==> src/rtl/core/gregorian_date_add_days_macros.svh <==
// ----------------------------------------------------------------------------
// gregorian date add days - assertion macros
// shared concurrent assertion forms, clocked on the rising edge, reset gated
// ----------------------------------------------------------------------------
`ifndef GREGORIAN_DATE_ADD_DAYS_MACROS_SVH
`define GREGORIAN_DATE_ADD_DAYS_MACROS_SVH

// same-cycle implication
`define GDA_ASSERT_SAME(lbl, clk, rst_n, ante, cons, msg) \
  lbl: assert property (@(posedge clk) disable iff (!rst_n) (ante) |-> (cons)) \
    else $error(msg);

// next-cycle implication
`define GDA_ASSERT_NEXT(lbl, clk, rst_n, ante, cons, msg) \
  lbl: assert property (@(posedge clk) disable iff (!rst_n) (ante) |=> (cons)) \
    else $error(msg);

`endif

==> src/rtl/core/gda_pkg.sv <==
// ----------------------------------------------------------------------------
// gda_pkg
// types, constants and calendar helpers for the gregorian date adder
// ----------------------------------------------------------------------------
`default_nettype none

package gda_pkg;

  localparam logic [13:0] YearMax     = 14'd9999;
  localparam logic [13:0] YearCycle   = 14'd400;
  localparam logic [8:0]  CycleLast   = 9'd399;
  localparam logic [3:0]  MonthMax    = 4'd12;
  localparam logic [3:0]  MonthFeb    = 4'd2;
  localparam logic [8:0]  DaysYear    = 9'd365;
  localparam logic [8:0]  DaysLeap    = 9'd366;
  localparam logic [2:0]  RedSteps    = 3'd4;

  typedef struct packed {
    logic [13:0] start_year;
    logic [3:0]  start_month;
    logic [4:0]  start_day;
    logic [14:0] days_to_add;
  } gda_req_t;

  typedef struct packed {
    logic [13:0] end_year;
    logic [3:0]  end_month;
    logic [4:0]  end_day;
    logic        bad_date;
  } gda_rsp_t;

  typedef struct packed {
    logic load;
    logic reduce;
    logic check;
    logic strip;
    logic walk;
  } gda_cmd_t;

  typedef struct packed {
    logic red_last;
    logic bad;
    logic year_more;
    logic month_more;
  } gda_sts_t;

  typedef enum logic [5:0] {
    S_IDLE   = 6'b000001,
    S_REDUCE = 6'b000010,
    S_CHECK  = 6'b000100,
    S_YEARS  = 6'b001000,
    S_MONTHS = 6'b010000,
    S_DONE   = 6'b100000
  } gda_state_e;

  // leap test from the year modulo 400
  function automatic logic is_leap(input logic [8:0] r);
    return (r == 9'd0) ||
           ((r[1:0] == 2'd0) && (r != 9'd100) && (r != 9'd200) && (r != 9'd300));
  endfunction

  function automatic logic [4:0] month_days(input logic [3:0] m, input logic lp);
    logic [4:0] d;
    case (m) inside
      4'd2:                                  d = lp ? 5'd29 : 5'd28;
      4'd4, 4'd6, 4'd9, 4'd11:               d = 5'd30;
      4'd1, 4'd3, 4'd5, 4'd7, 4'd8, 4'd10, 4'd12: d = 5'd31;
      default:                               d = 5'd0;
    endcase
    return d;
  endfunction

  // days before the first of month m in a common year
  function automatic logic [8:0] days_before(input logic [3:0] m);
    logic [8:0] c;
    case (m)
      4'd2:    c = 9'd31;
      4'd3:    c = 9'd59;
      4'd4:    c = 9'd90;
      4'd5:    c = 9'd120;
      4'd6:    c = 9'd151;
      4'd7:    c = 9'd181;
      4'd8:    c = 9'd212;
      4'd9:    c = 9'd243;
      4'd10:   c = 9'd273;
      4'd11:   c = 9'd304;
      4'd12:   c = 9'd334;
      default: c = 9'd0;
    endcase
    return c;
  endfunction

endpackage

`default_nettype wire

==> src/rtl/core/gda_ctrl.sv <==
// ----------------------------------------------------------------------------
// gda_ctrl
// sequencer: year reduction, validation, year strip and month walk
// ----------------------------------------------------------------------------
`default_nettype none

module gda_ctrl
  import gda_pkg::*;
(
  input  wire logic     clk_i,
  input  wire logic     rst_ni,
  input  wire logic     start_i,
  input  wire gda_sts_t sts_i,
  output gda_cmd_t      cmd_o,
  output logic          busy_o,
  output logic          done_o
);

  gda_state_e state_q, state_d;

  always_comb begin
    state_d = state_q;
    cmd_o   = '0;
    unique case (state_q)
      S_IDLE: begin
        if (start_i) begin
          cmd_o.load = 1'b1;
          state_d    = S_REDUCE;
        end
      end
      S_REDUCE: begin
        cmd_o.reduce = 1'b1;
        if (sts_i.red_last) state_d = S_CHECK;
      end
      S_CHECK: begin
        cmd_o.check = 1'b1;
        state_d     = sts_i.bad ? S_DONE : S_YEARS;
      end
      S_YEARS: begin
        if (sts_i.year_more) cmd_o.strip = 1'b1;
        else state_d = S_MONTHS;
      end
      S_MONTHS: begin
        if (sts_i.month_more) cmd_o.walk = 1'b1;
        else state_d = S_DONE;
      end
      S_DONE: begin
        state_d = S_IDLE;
      end
      default: begin
        state_d = S_IDLE;
      end
    endcase
  end

  always_ff @(posedge clk_i or negedge rst_ni) begin
    if (!rst_ni) begin
      state_q <= S_IDLE;
    end else begin
      state_q <= state_d;
    end
  end

  assign busy_o = (state_q != S_IDLE);
  assign done_o = (state_q == S_DONE);

endmodule

`default_nettype wire

==> src/rtl/core/gda_dpath.sv <==
// ----------------------------------------------------------------------------
// gda_dpath
// date registers, modulo-400 tracking and the day-count arithmetic
// ----------------------------------------------------------------------------
`default_nettype none

module gda_dpath
  import gda_pkg::*;
(
  input  wire logic     clk_i,
  input  wire gda_req_t req_i,
  input  wire gda_cmd_t cmd_i,
  output gda_sts_t      sts_o,
  output gda_rsp_t      rsp_o
);

  logic [13:0] year_q;
  logic [13:0] red_q;
  logic [2:0]  step_q;
  logic [3:0]  month_q;
  logic [4:0]  day_q;
  logic [14:0] add_q;
  logic [15:0] total_q;
  logic        bad_q;

  logic [13:0] red_sub;
  logic        leap;
  logic [4:0]  mdays;
  logic [8:0]  ydays;
  logic [15:0] total_start;
  logic        bad_now;

  assign red_sub = YearCycle << step_q;
  assign leap    = is_leap(red_q[8:0]);
  assign mdays   = month_days(month_q, leap);
  assign ydays   = leap ? DaysLeap : DaysYear;

  // february adds one when the start month is past it in a leap year
  assign total_start = 16'(day_q) + 16'(days_before(month_q)) + 16'(add_q) +
                       16'(leap && (month_q > MonthFeb));

  assign bad_now = (year_q == 14'd0) || (year_q > YearMax) ||
                   (month_q == 4'd0) || (month_q > MonthMax) ||
                   (day_q == 5'd0) || (day_q > mdays);

  always_ff @(posedge clk_i) begin
    if (cmd_i.load) begin
      year_q  <= req_i.start_year;
      red_q   <= req_i.start_year;
      month_q <= req_i.start_month;
      day_q   <= req_i.start_day;
      add_q   <= req_i.days_to_add;
      step_q  <= RedSteps;
    end
    if (cmd_i.reduce) begin
      // restoring reduction by 400 scaled down one power of two a cycle
      if (red_q >= red_sub) red_q <= red_q - red_sub;
      step_q <= step_q - 3'd1;
    end
    if (cmd_i.check) begin
      bad_q   <= bad_now;
      total_q <= total_start;
      month_q <= 4'd1;
    end
    if (cmd_i.strip) begin
      total_q <= total_q - 16'(ydays);
      year_q  <= year_q + 14'd1;
      red_q   <= (red_q[8:0] == CycleLast) ? 14'd0 : red_q + 14'd1;
    end
    if (cmd_i.walk) begin
      total_q <= total_q - 16'(mdays);
      month_q <= month_q + 4'd1;
    end
  end

  assign sts_o.red_last   = (step_q == 3'd0);
  assign sts_o.bad        = bad_now;
  assign sts_o.year_more  = (total_q > 16'(ydays));
  assign sts_o.month_more = (month_q < MonthMax) && (total_q > 16'(mdays));

  assign rsp_o.end_year  = bad_q ? 14'd0 : year_q;
  assign rsp_o.end_month = bad_q ? 4'd0 : month_q;
  assign rsp_o.end_day   = bad_q ? 5'd0 : total_q[4:0];
  assign rsp_o.bad_date  = bad_q;

endmodule

`default_nettype wire

==> src/rtl/core/gregorian_date_add_days.sv <==
// one request at a time; an invalid date goes from validation straight to done
// the year strip loop (one year a cycle) and the month walk (one month a cycle)
// follow the reduction of the year modulo 400
// busy_o is high while the sequencer is out of idle, through the done cycle; the result is shown
// for one cycle with done_o and cannot be stalled
// reset (rst_ni low, asynchronous) returns the sequencer to idle
// ----------------------------------------------------------------------------
// gregorian_date_add_days
// adds a day count to a gregorian date, flags invalid start dates
// ----------------------------------------------------------------------------
`default_nettype none

`include "gregorian_date_add_days_macros.svh"

module gregorian_date_add_days
  import gda_pkg::*;
(
  input  wire logic     clk_i,
  input  wire logic     rst_ni,
  input  wire logic     start_i,
  input  wire gda_req_t req_i,
  output logic          busy_o,
  output logic          done_o,
  output gda_rsp_t      rsp_o
);

  gda_cmd_t cmd;
  gda_sts_t sts;

  logic req_accept;
  logic rsp_zero;
  logic rsp_legal;

  gda_ctrl u_ctrl (
    .clk_i   (clk_i),
    .rst_ni  (rst_ni),
    .start_i (start_i),
    .sts_i   (sts),
    .cmd_o   (cmd),
    .busy_o  (busy_o),
    .done_o  (done_o)
  );

  gda_dpath u_dpath (
    .clk_i (clk_i),
    .req_i (req_i),
    .cmd_i (cmd),
    .sts_o (sts),
    .rsp_o (rsp_o)
  );

  assign req_accept = start_i && !busy_o;
  assign rsp_zero   = (rsp_o.end_year == 14'd0) && (rsp_o.end_month == 4'd0) &&
                      (rsp_o.end_day == 5'd0);
  assign rsp_legal  = (rsp_o.end_month >= 4'd1) && (rsp_o.end_month <= MonthMax) &&
                      (rsp_o.end_day != 5'd0);

  `GDA_ASSERT_NEXT(a_accept_busy, clk_i, rst_ni, req_accept, busy_o && !done_o, "not busy")
  `GDA_ASSERT_NEXT(a_done_idle, clk_i, rst_ni, done_o, !busy_o && !done_o, "not idle")
  `GDA_ASSERT_SAME(a_bad_zero, clk_i, rst_ni, done_o && rsp_o.bad_date, rsp_zero, "bad")
  `GDA_ASSERT_SAME(a_good_range, clk_i, rst_ni, done_o && !rsp_o.bad_date, rsp_legal, "range")

endmodule

`default_nettype wire
==> config.mk <==
export PLATFORM = sky130hd
export DESIGN_NAME = gregorian_date_add_days
export DESIGN_NICKNAME = d
export VERILOG_FILES = /design/src/rtl/core/gda_pkg.sv /design/src/rtl/core/gda_ctrl.sv /design/src/rtl/core/gda_dpath.sv /design/src/rtl/core/gregorian_date_add_days.sv
export VERILOG_INCLUDE_DIRS = /design/src /design/src/rtl/core
export SDC_FILE = /design/constraint.sdc
export NUM_CORES = 1
export LEC_CHECK = 0
export ABC_CLOCK_PERIOD_IN_PS = 4200
export BUFFER_PORTS_ARGS = -buffer_cell sky130_fd_sc_hd__buf_2
export CAP_MARGIN = 20
export CORE_MARGIN = 1
export CORE_UTILIZATION = 50
export CTS_CLUSTER_SIZE = 12
export DETAILED_ROUTE_END_ITERATION = 10
export PLACE_DENSITY = 0.72
export SYNTH_ARGS = -nofsm -noshare
export SYNTH_HDL_FRONTEND = slang
export SYNTH_SLANG_ARGS = --single-unit
==> constraint.sdc <==
create_clock -name clk_i -period 4.2 [get_ports clk_i]
set_input_delay 0.63 -clock clk_i [delete_from_list [all_inputs] [get_ports clk_i]]
set_output_delay 0.63 -clock clk_i [all_outputs]
set_load 0.05 [all_outputs]
; Yosys cells after proc, flatten, opt, wreduce, memory -nomap -nowiden
; Memories as Yosys holds them, arrays and structs flattened. A register that Yosys moved wholly into a read port is not among the register bits.
; Cells that the tools add are included.
; W data, S select, Z words.
[totals]
ff_bits = 78
rom_bits = 144
in_bits = 41
output_inout_bits = 26
word_cells = 118
n_memories = 1
[mem_list]
columns = name, words, word_bits, read_ports, rd_ports_with_merged_regs, write_ports, line_no
row1 = (name not given), 16, 9, 1, 1, 0, gda_pkg.sv:76  ; case (m)
[op_classes]
n_addsub = 10
order_cmp = 8
n_eq_ne = 27
shifts = 1
n_mux = 38
reduce_logical = 24
[ops]
columns = cell, count
row1 = $mux W14, 8
row2 = $mux W16, 3
row3 = $mux W6, 5
row4 = $pmux W6 S5, 1
row5 = $add A14 B1 Y14 const B, 2
row6 = $eq A4 B4 Y1 const B, 5
row7 = $mux W4, 5
row8 = $mux W5, 4
row9 = $add A16 B1 Y16, 1
row10 = $add A16 B15 Y16, 1
row11 = $eq A4 B3 Y1 const B, 4
row12 = $gt A16 B5 Y1, 1
row13 = $gt A16 B9 Y1, 1
row14 = $sub A16 B5 Y16, 1
row15 = $sub A16 B9 Y16, 1
row16 = $ge A14 B14 Y1, 1
row17 = $gt A14 B14 Y1 const B, 1
row18 = $logic_not A14 Y1, 1
row19 = $shl A9 B3 Y14 const A, 1
row20 = $sub A14 B14 Y14, 1
row21 = $add A5 B9 Y10, 1
row22 = $eq A9 B9 Y1 const B, 1
row23 = $logic_not A9 Y1, 1
row24 = $mux W1, 9
row25 = other kinds (32), 48

; Longest topological paths before layout
; Gate-level depths: netlist of run 1.
[depth]
word_depth = 13
ltp_mapped = 20
ltp_nobuf = 19

; By module
; From an unflattened synthesis of run 1, not the netlist that was laid out.
[hier_totals]
cells_unflattened = 739
area_unflattened_um2 = 7001.7
[by_module_without_submodules]
columns = module, instances, cells_each, area_per_inst_um2, seq_area_each_um2
row1 = gda_dpath, 1, 694, 6600.1, 2232.1
row2 = gda_ctrl, 1, 45, 401.6, 151.4

; Worst setup path after synthesis of run 1
; OpenSTA, ideal clock, no wires.
[synth_timing]
path_kind = flip-flop to flip-flop
startpoint = register u_dpath.month_q[0]
endpoint = register with a tool-made name
setup_ps = 121
arrival_time_ps = 3848
required_ps = 4079
setup_slack_ps = 232
stages_incl_launch_ff = 18
path_buffers = 1
cell_sequence = edfxtp_1 > ha_1 > nor2_1 > o21ai_0 > a2111oi_0 > a21oi_1 > ha_1 > fa_1 > nor2b_1 > o31a_1 > o221ai_2 > and2_4 > buf_12 > mux2_2 > nor2_2 > inv_1 > ha_1 > mux2_2
[synth_rtl]
columns = element, line_no
row1 = "start, declared", gda_dpath.sv:20  ; logic [3:0] month_q;
row2 = "start signal, assigned", gda_dpath.sv:50  ; month_q <= req_i.start_month;
row3 = "start signal, assigned", gda_dpath.sv:72  ; month_q <= month_q + 4'd1;

==> results.toml, run 1 <==
[final_layout]
n_fill_cell = 1196
diodes = 0
area_delta_synth_final_pct = 13.8
instances_no_fill = 1013
post-route-cell-area_um2 = 7830
final_nets = 936
drive_above_1_share = 0.167

[clock_network]
htreeDepth = 3
cts_made_buffers = 9
cts_root_buf = "clkbuf_16"
ctsHoldBuffers = 0
cts.clk_slew.worst_paths_ns = 0.06
cts_sinks = 87
clk_path_buf_depth = 2
clk_latency_ns = 0.35
cts_tree = "done"

[floorplan]
die_x_um = 119
io_pins = 67
dieArea_um2 = 14200
row_count = 42
chipHeight_um = 119
initial_utilization = 0.516
core_um2 = 13300

[timing]
period_needed_ns = 4.02
hold_viol = 0
fmax_mhz = 249
layout_setup_ws_ns = 0.184
maxSlewViolCount = 0
finalSetupTns_ns = 0
tightest_slew_ns = 0.891
clock_skew_ns = 0.0101
grt_setup_unrepaired = "true"
relSlewSlack = 0.406
period_share = 0.956
finalSetupViolations = 0

[routing]
firstDrtPassIters = 5
wl_per_cell_um = 17.5
dr.first_iter.drc_count = 505
dr_total_vias = 6005
wl_mm = 17.8
vias_per_cell = 5.93
drc_errors = 0
postRouteAntennaNets = 0

[pwr]
power_density_nw_per_um2 = 820
p_total_mw = 6.42
power_leakage_nw = 3.39
vdd_drop_max_uv = 411

[placement]
io_buffers = 66
dp_cells = 992
detailed_place.area_um2 = 7430
pre_cts_slack_ns = -0.0774
gp_congestion = 0.916
hpwl_mm = 13.4

[setup_path]
path_class = "flip-flop to flip-flop"
required_ns = 4.44
worstReg2RegStart = "u_dpath.month_q[0]"
reg2reg_depth = 17
arrival_ns = 4.26
regToRegSetupSlack_ns = 0.18
cp_max_fo = 6
startpoint_type = "flip-flop"
endpoint_kind = "flip-flop"

[yosys]
yosysMostFrequentCell = "nand2_1"
synth_compound_area_frac = 0.192
synth_xor_area_frac = 0.0636
avgSynthCellArea_um2 = 9.04
synth_top_family_by_area = "simple AND/OR/NAND/NOR gates"
ys_seq_area_frac = 0.346
yosys_most_used_dff = "edfxtp_1"
yosys-top-cells-count = "92 x nand2_1, 61 x edfxtp_1, 58 x ha_1, 52 x nor2_1, 47 x o21ai_0"
yosysUniqueCellTypes = 82
synthesis.nets = 865
synth_edf_count = 61
async_flop_share = 0.0690
synth_adder_area_share = 0.120
synth_area_leader_cell = "edfxtp_1"
ys_ff_latch = 87
netlist_instances = 761
syn_area_um2 = 6880
synthTopCellsByArea = "edfxtp_1 27%, ha_1 11%, dfxtp_1 5.8%"
yosys_warnings = 0
synthDominantCellAreaShare = 0.266
yosys.area_share.simple = 0.204
muxShareOfSynthArea = 0.0311

[hold_path]
hp-class = "primary input to async pin"

[flow_run]
timing.max_cap.violations = 0

[grt]
grt_pass1_vias = 5932
antenna_found_initial = 0
grtUsageTotal = 0.257
grt_pass1_wl_mm = 29.0
grt_start_max_net_pins = 37
grt.overflow.total = 0

[outcome]
status = "finished clean"
[through the flow]
| step | util | hold slack, ns |
|---|---|---|
| detailed placement | 0.557 | 0.471 |
| global route | 0.587 | 0.107 |
| floorplan | - | 0.334 |
| finish | 0.587 | 0.101 |
| global placement | 0.557 | 0.468 |
| CTS | 0.580 | 0.0961 |
[critical path, stage by stage (launching register included)]
cell and delay, ns:
edfxtp_1 0.45, inv_1 0.14, ha_1 0.27, nand3_1 0.09
o21ai_0 0.11, a2111oi_2 0.33, a21oi_1 0.11, ha_1 0.23
fa_1 0.41, nor2b_1 0.17, o31a_1 0.20, o221ai_2 0.17
and2_4 0.25, mux2_2 0.32, nor2_4 0.14, inv_1 0.09
ha_1 0.18, mux2_2 0.25
[worst max path at each step]
stage,startpoint,endpoint,slack (ns),cells after the start
2_1_floorplan,u_dpath.month_q[0],flip-flop,0.23,17
3_3_place_gp,u_dpath.month_q[0],flip-flop,0.11,16
3_5_place_dp,u_dpath.month_q[0],flip-flop,-0.08,16
4_1_cts,u_dpath.month_q[0],flip-flop,0.01,16
5_1_grt,u_dpath.red_q[8],flip-flop,-0.07,17
6_report,u_dpath.month_q[0],flip-flop,0.18,17
[layer usage]
metal / GRT usage / up-vias / share of wire / wire length, um
met5: 0 / - / 0 / 0
met4: 0.0867 / 0 / 0.014 / 248
met1: 0.347 / 2841 / 0.46 / 8220
met2: 0.410 / 216 / 0.46 / 8120
li1: - / 2930 / - / -
met3: 0.0508 / 18 / 0.066 / 1170
[power breakdown]
group          switching, mW  leakage [nW]  internal (mW)
logic                   2.25          2.44           1.67
clock network          0.351         0.138          0.477
registers              0.341         0.813           1.33
[final cells by class]
cell class | count | area, um^2 | area share
multi-input combinational | 607 | 4260 | 0.544
sequential | 87 | 2380 | 0.304
timing repair buffer | 88 | 520 | 0.0665
clock buffer | 11 | 243 | 0.0310
tap | 176 | 220 | 0.0281
inverter | 39 | 146 | 0.0187
clock inverter | 5 | 57.6 | 0.00735
[cells by family after synthesis]
| family | count (synthesis) |
|---|---|
| AOI/OAI and AO/OA | 195 |
| xor gates and xnor gates | 50 |
| adders and majority gates | 63 |
| buffers and inverters | 67 |
| DFF | 87 |
| muxes | 21 |
| and+or+nand+nor | 278 |
[cells in the final DEF (no fill, tap or decap), drive strengths merged, types with 8 or more instances in the layout]
cell type  netlist  layout
buf             15      88
ha              58      58
xor2            28      28
o22ai           12      12
or3              8       8
o211ai           8       8
and3             8       8
nor2b           24      24
nor3            12      12
nand3           19      19
nor2            55      55
nand2b          14      14
clkbuf          13      11
nand4           11      11
dfxtp           20      20
o21ai           49      49
a21oi           41      41
a211oi          11      11
nand2           93      93
xnor2           22      22
mux2i           18      18
edfxtp          61      61
inv             39      39
[timing repair]
item | CTS | global route
buffers inserted | 0 | 5
gates resized for setup | 2 | 12
cloned | 0 | 0
endpoints found under the setup margin | 4 | 30
pin swaps | 0 | 3
Note: power is estimated with default switching activity, not from simulation.
==> inputs of run 2 (changes only) <==
--- a/config.mk
+++ b/config.mk
@@ -16,4 +16,5 @@
 export PLACE_DENSITY = 0.72
 export SYNTH_ARGS = -nofsm -noshare
 export SYNTH_HDL_FRONTEND = slang
+export SYNTH_HIERARCHICAL = 1
 export SYNTH_SLANG_ARGS = --single-unit
==> results.toml, run 2 <==
[floorplan]
io_pins = 67
core_um2 = 13500
dieArea_um2 = 14500
row_count = 42
die_x_um = 120
chipHeight_um = 120
initial_utilization = 0.520

[yosys]
avgSynthCellArea_um2 = 9.47
muxShareOfSynthArea = 0.0524
syn_area_um2 = 7000
yosys-top-cells-count = "62 x nor2_1, 61 x edfxtp_1, 57 x ha_1, 55 x nand2_1, 46 x a21oi_1"
netlist_instances = 739
synth_adder_area_share = 0.128
synth_edf_count = 61
yosys_warnings = 6
ys_ff_latch = 87
yosys_most_used_dff = "edfxtp_1"
synth_top_family_by_area = "simple AND/OR/NAND/NOR gates"
synth_xor_area_frac = 0.0701
yosysMostFrequentCell = "nor2_1"
synth_area_leader_cell = "edfxtp_1"
ys_seq_area_frac = 0.340
synthesis.nets = 845
synth_compound_area_frac = 0.170
synthDominantCellAreaShare = 0.262
yosys.area_share.simple = 0.200
async_flop_share = 0.0690
yosysUniqueCellTypes = 92
synthTopCellsByArea = "edfxtp_1 26%, ha_1 10%, dfxtp_1 5.7%"

[flow_run]
timing.max_cap.violations = 0

[setup_path]
cp_top_family = "compound AO/OA/AOI/OAI gates"
critPathLaunch = "u_dpath/month_q[0]"
reg2reg_depth = 21
path_class = "flip-flop to flip-flop"
regToRegSetupSlack_ns = -0.25
endpoint_kind = "flip-flop"
cp_num_cells = 21
required_ns = 4.43
worstReg2RegStart = "u_dpath/month_q[0]"
crit_chain = "inv_2, ha_4, a2111oi_4, a21oi_2, o21ai_2, ha_2, inv_2, fa_2, a211o_1, a21oi_2, a31oi_1, nor4_2, a21oi_4, and3_4, nor2_4, a22o_1, nor2_1, a21oi_2, inv_2, ha_2, mux4_2"
crit_buf_inv = 3
startpoint_type = "flip-flop"
critPathSlowestCell = "edfxtp_1"
cpPeakStageDelay_ns = 0.50
cp_max_fo = 7
arrival_ns = 4.68

[timing]
layout_setup_ws_ns = -0.254
period_needed_ns = 4.45
finalSetupTns_ns = -1.54
tightest_slew_ns = 1.02
relSlewSlack = 0.310
clock_skew_ns = 0.0119
period_share = 1.06
grt_setup_unrepaired = "true"
finalSetupViolations = 12
hold_viol = 0
fmax_mhz = 225
maxSlewViolCount = 0

[final_layout]
final_nets = 989
area_delta_synth_final_pct = 27.8
instances_no_fill = 1064
final_cell_mix = "74 x buf_4, 66 x buf_2, 61 x edfxtp_1"
drive_above_1_share = 0.319
n_fill_cell = 1057
layout_commonest_cell = "buf_4"
diodes = 0

[pwr]
power_leakage_nw = 3.60
vdd_drop_max_uv = 374
power_density_nw_per_um2 = 710

[outcome]
violations = "negative setup slack"
status = "complete, but fails checks"

[clock_network]
cts_root_buf = "clkbuf_16"
cts.clk_slew.worst_paths_ns = 0.07
ctsHoldBuffers = 0
cts_made_buffers = 9
clk_latency_ns = 0.35
cts_sinks = 87
cts_tree = "done"
htreeDepth = 3
clk_path_buf_depth = 2

[placement]
gp_congestion = 0.913
io_buffers = 66
hpwl_mm = 13.7
dp_cells = 1019

[routing]
drc_errors = 0
postRouteAntennaNets = 0
wl_mm = 19.3
dr.first_iter.drc_count = 537
dr_total_vias = 6330
firstDrtPassIters = 5
wl_per_cell_um = 18.2
vias_per_cell = 5.95

[hold_path]
hp-class = "primary input to async pin"

[grt]
grt_pass1_wl_mm = 30.0
antenna_found_initial = 0
grt_start_max_net_pins = 35
grt_pass1_vias = 6068
grtUsageTotal = 0.263
grt.overflow.total = 0
==> run 2: final cells by class <==
| type | instances | area, um^2 | area share |
|---|---|---|---|
| clock buffer | 11 | 243 | 0.0271 |
| multi-input combinational | 593 | 4760 | 0.532 |
| clock inverter | 5 | 33.8 | 0.00378 |
| sequential | 87 | 2380 | 0.266 |
| timing repair buffer | 163 | 1200 | 0.134 |
| tap | 176 | 220 | 0.0246 |
| inverter | 29 | 111 | 0.0124 |
==> run 2: through the flow <==
step | utilization | total power, mW | hold slack [ns] | area [um^2] | setup WS, ns
final | 0.665 | 6.35 | 0.0917 | 8950 | -0.254
after global routing | 0.665 | 6.78 | 0.0960 | 8950 | -0.426
after CTS | 0.638 | 6.09 | 0.0873 | 8580 | -0.155
after detailed placement | 0.599 | 5.14 | 0.461 | 8060 | -0.272
after global placement | 0.599 | 4.99 | 0.460 | 8060 | -0.0394
after floorplan | - | 4.11 | 0.334 | 7110 | -0.171
==> run 2: worst min path at each step <==
stage / from / endpoint / slack [ns] / depth (start not counted)
after floorplan: rst_ni / u_ctrl/state_q[1] / 0.33 / 0
after global placement: rst_ni / u_ctrl/state_q[1] / 0.46 / 1
after detailed placement: rst_ni / u_ctrl/state_q[1] / 0.46 / 1
after CTS: rst_ni / u_ctrl/state_q[1] / 0.09 / 1
after global routing: rst_ni / u_ctrl/state_q[1] / 0.1 / 1
final: rst_ni / u_ctrl/state_q[1] / 0.09 / 1
==> run 2: cells by family after synthesis <==
logic type / Yosys count
AND/OR/NAND/NOR: 266
AO/OA/AOI/OAI: 171
flip-flops: 87
adder cells (fa/ha/maj): 67
buffers and inverters: 59
XOR/XNOR: 56
multiplexers: 33
==> run 2: worst reg2reg max path, stage by stage (launching register included) <==
cell       delay [ns]
edfxtp_1         0.50
inv_2            0.12
ha_4             0.19
a2111oi_4        0.36
a21oi_2          0.08
o21ai_2          0.09
ha_2             0.21
inv_2            0.04
fa_2             0.34
a211o_1          0.29
a21oi_2          0.18
a31oi_1          0.07
nor4_2           0.35
a21oi_4          0.07
and3_4           0.22
nor2_4           0.13
a22o_1           0.18
nor2_1           0.07
a21oi_2          0.15
inv_2            0.09
ha_2             0.18
mux4_2           0.43
==> run 2: power breakdown <==
part / internal (mW) / switching [mW] / total [mW]
sequential: 1.28 / 0.244 / 1.52
combinational: 1.87 / 2.21 / 4.07
clock: 0.416 / 0.340 / 0.757
==> run 2: layer usage <==
metal | vias up | share of wire | track usage
li1 | 3006 | - | -
met1 | 3011 | 0.44 | 0.357
met2 | 269 | 0.47 | 0.429
met3 | 44 | 0.063 | 0.0396
met4 | 0 | 0.023 | 0.0864
met5 | - | 0 | 0
==> run 2: repair_timing <==
item                       CTS  global route
resized for setup           34            52
pin swaps                    8            16
gates cloned                 0             1
setup buffers               14            16
hold endpoints to repair     0             0
setup endpoints to repair   29            50
==> inputs of run 3 (changes only) <==
--- a/config.mk
+++ b/config.mk
@@ -11,6 +11,7 @@
 export CAP_MARGIN = 20
 export CORE_MARGIN = 1
 export CORE_UTILIZATION = 50
+export CTS_BUF_LIST = sky130_fd_sc_hd__clkbuf_4 sky130_fd_sc_hd__clkbuf_8
 export CTS_CLUSTER_SIZE = 12
 export DETAILED_ROUTE_END_ITERATION = 10
 export PLACE_DENSITY = 0.72
==> results.toml, run 3 (synthesis results as in run 2) <==
[clock_network]
cts_root_buf = "clkbuf_8"
cts.clk_slew.worst_paths_ns = 0.09
cts_sinks = 87
clk_latency_ns = 0.39
clk_path_buf_depth = 2
htreeDepth = 3
cts_tree = "done"
ctsHoldBuffers = 0
cts_made_buffers = 9

[outcome]
violations = "negative setup slack"
status = "complete, but fails checks"

[placement]
detailed_place.area_um2 = 8060
io_buffers = 66
gp_congestion = 0.913
hpwl_mm = 13.7

[pwr]
p_total_mw = 6.04
vdd_drop_max_uv = 380
power_leakage_nw = 3.50
power_density_nw_per_um2 = 697

[floorplan]
row_count = 42
initial_utilization = 0.520
chipHeight_um = 120
die_x_um = 120
io_pins = 67
dieArea_um2 = 14500
core_um2 = 13500

[timing]
maxSlewViolCount = 0
hold_viol = 0
period_share = 1.06
clock_skew_ns = 0.0178
period_needed_ns = 4.43
grt_setup_unrepaired = "true"
finalSetupViolations = 9
fmax_mhz = 226
hold-worst-slack_ns = 0.0484
tightest_slew_ns = 1.02
layout_setup_ws_ns = -0.234
relSlewSlack = 0.310

[routing]
m1WireLength_mm = 8.22
top_layer = "met4"
vias_per_cell = 5.89
postRouteAntennaNets = 0
dr.first_iter.drc_count = 475
route.met3.wl_mm = 1.01
wl_per_cell_um = 17.3
firstDrtPassIters = 5
wl_met2_mm = 8.73
wl_mm = 18.2
dr_total_vias = 6219
drc_errors = 0

[setup_path]
regToRegSetupSlack_ns = -0.23
cp_max_fo = 7
startpoint_type = "flip-flop"
arrival_ns = 4.69
path_class = "flip-flop to flip-flop"
reg2reg_depth = 22
critPathLaunch = "u_dpath/month_q[1]"
required_ns = 4.46
worstReg2RegStart = "u_dpath/month_q[1]"
endpoint_kind = "flip-flop"

[grt]
grt.overflow.total = 0
antenna_found_initial = 0
grtUsageTotal = 0.259
grt_pass1_wl_mm = 29.6
grt_start_max_net_pins = 35
grt_pass1_vias = 6087

[flow_run]
timing.max_cap.violations = 0

[final_layout]
area_delta_synth_final_pct = 23.7
layout_commonest_cell = "buf_4"
post-route-cell-area_um2 = 8660
diodes = 0
final_nets = 980
final_cell_mix = "70 x buf_4, 66 x buf_2, 61 x edfxtp_1"
drive_above_1_share = 0.297

[hold_path]
hp-class = "primary input to async pin"
run 3: metal layers:
| metal | global-route usage | vias up |
|---|---|---|
| li1 | - | 2985 |
| met1 | 0.350 | 2992 |
| met2 | 0.427 | 212 |
| met3 | 0.0354 | 30 |
| met4 | 0.0864 | 0 |
| met5 | 0 | - |
run 3: cell type report:
class                   count  area (um^2)
well taps                 176          220
multi-input cells         593         4660
repair buffers            154         1100
clock inverters             5         33.8
flip-flops and latches     87         2380
fillers                  1086         4790
clock buffers              11          145
inverters                  29          114
run 3: how the worst max path moves through the flow:
stage                     cells after the start  slack (ns)        end
after global placement                       23       -0.04  flip-flop
final                                        22       -0.23  flip-flop
after CTS                                    22       -0.19  flip-flop
after global routing                         22       -0.39  flip-flop
after detailed placement                     24       -0.27  flip-flop
after floorplan                              18       -0.17  flip-flop
run 3: critical path: stages, from the launching register on:
cell	delay (ns)
edfxtp_1	0.44
buf_6	0.15
ha_4	0.15
buf_6	0.12
a2111oi_4	0.36
a21oi_2	0.07
o21ai_2	0.08
ha_2	0.21
inv_2	0.04
fa_2	0.34
a211o_1	0.33
a21oi_2	0.16
a31oi_1	0.07
nor4_2	0.16
buf_4	0.17
a21oi_4	0.04
and3_4	0.19
nor3_4	0.21
inv_2	0.10
mux2i_2	0.23
inv_1	0.10
ha_2	0.17
mux4_2	0.43
run 3: what timing repair did:
action	in CTS	in global routing
cloned	0	1
buffers inserted	16	5
pin swaps	15	15
endpoints found under the setup margin	29	52
gates resized for setup	32	27
run 3: power by group:
part / internal [mW] / leakage [nW] / switching (mW) / total [mW]
sequential: 1.28 / 0.814 / 0.242 / 1.52
combinational: 1.83 / 2.59 / 2.14 / 3.96
clock: 0.237 / 0.0904 / 0.315 / 0.552
run 3: per-stage QoR:
stage | setup slack [ns] | setup TNS (ns) | instances | utilization
finish | -0.234 | -1.17 | 1055 | 0.644
global route | -0.387 | -4.14 | 1055 | 0.644
CTS | -0.187 | -0.863 | 1050 | 0.631
detailed placement | -0.272 | -1.61 | 1019 | 0.599
global placement | -0.0394 | -0.0582 | 1019 | 0.599
floorplan | -0.171 | -0.709 | 739 | -
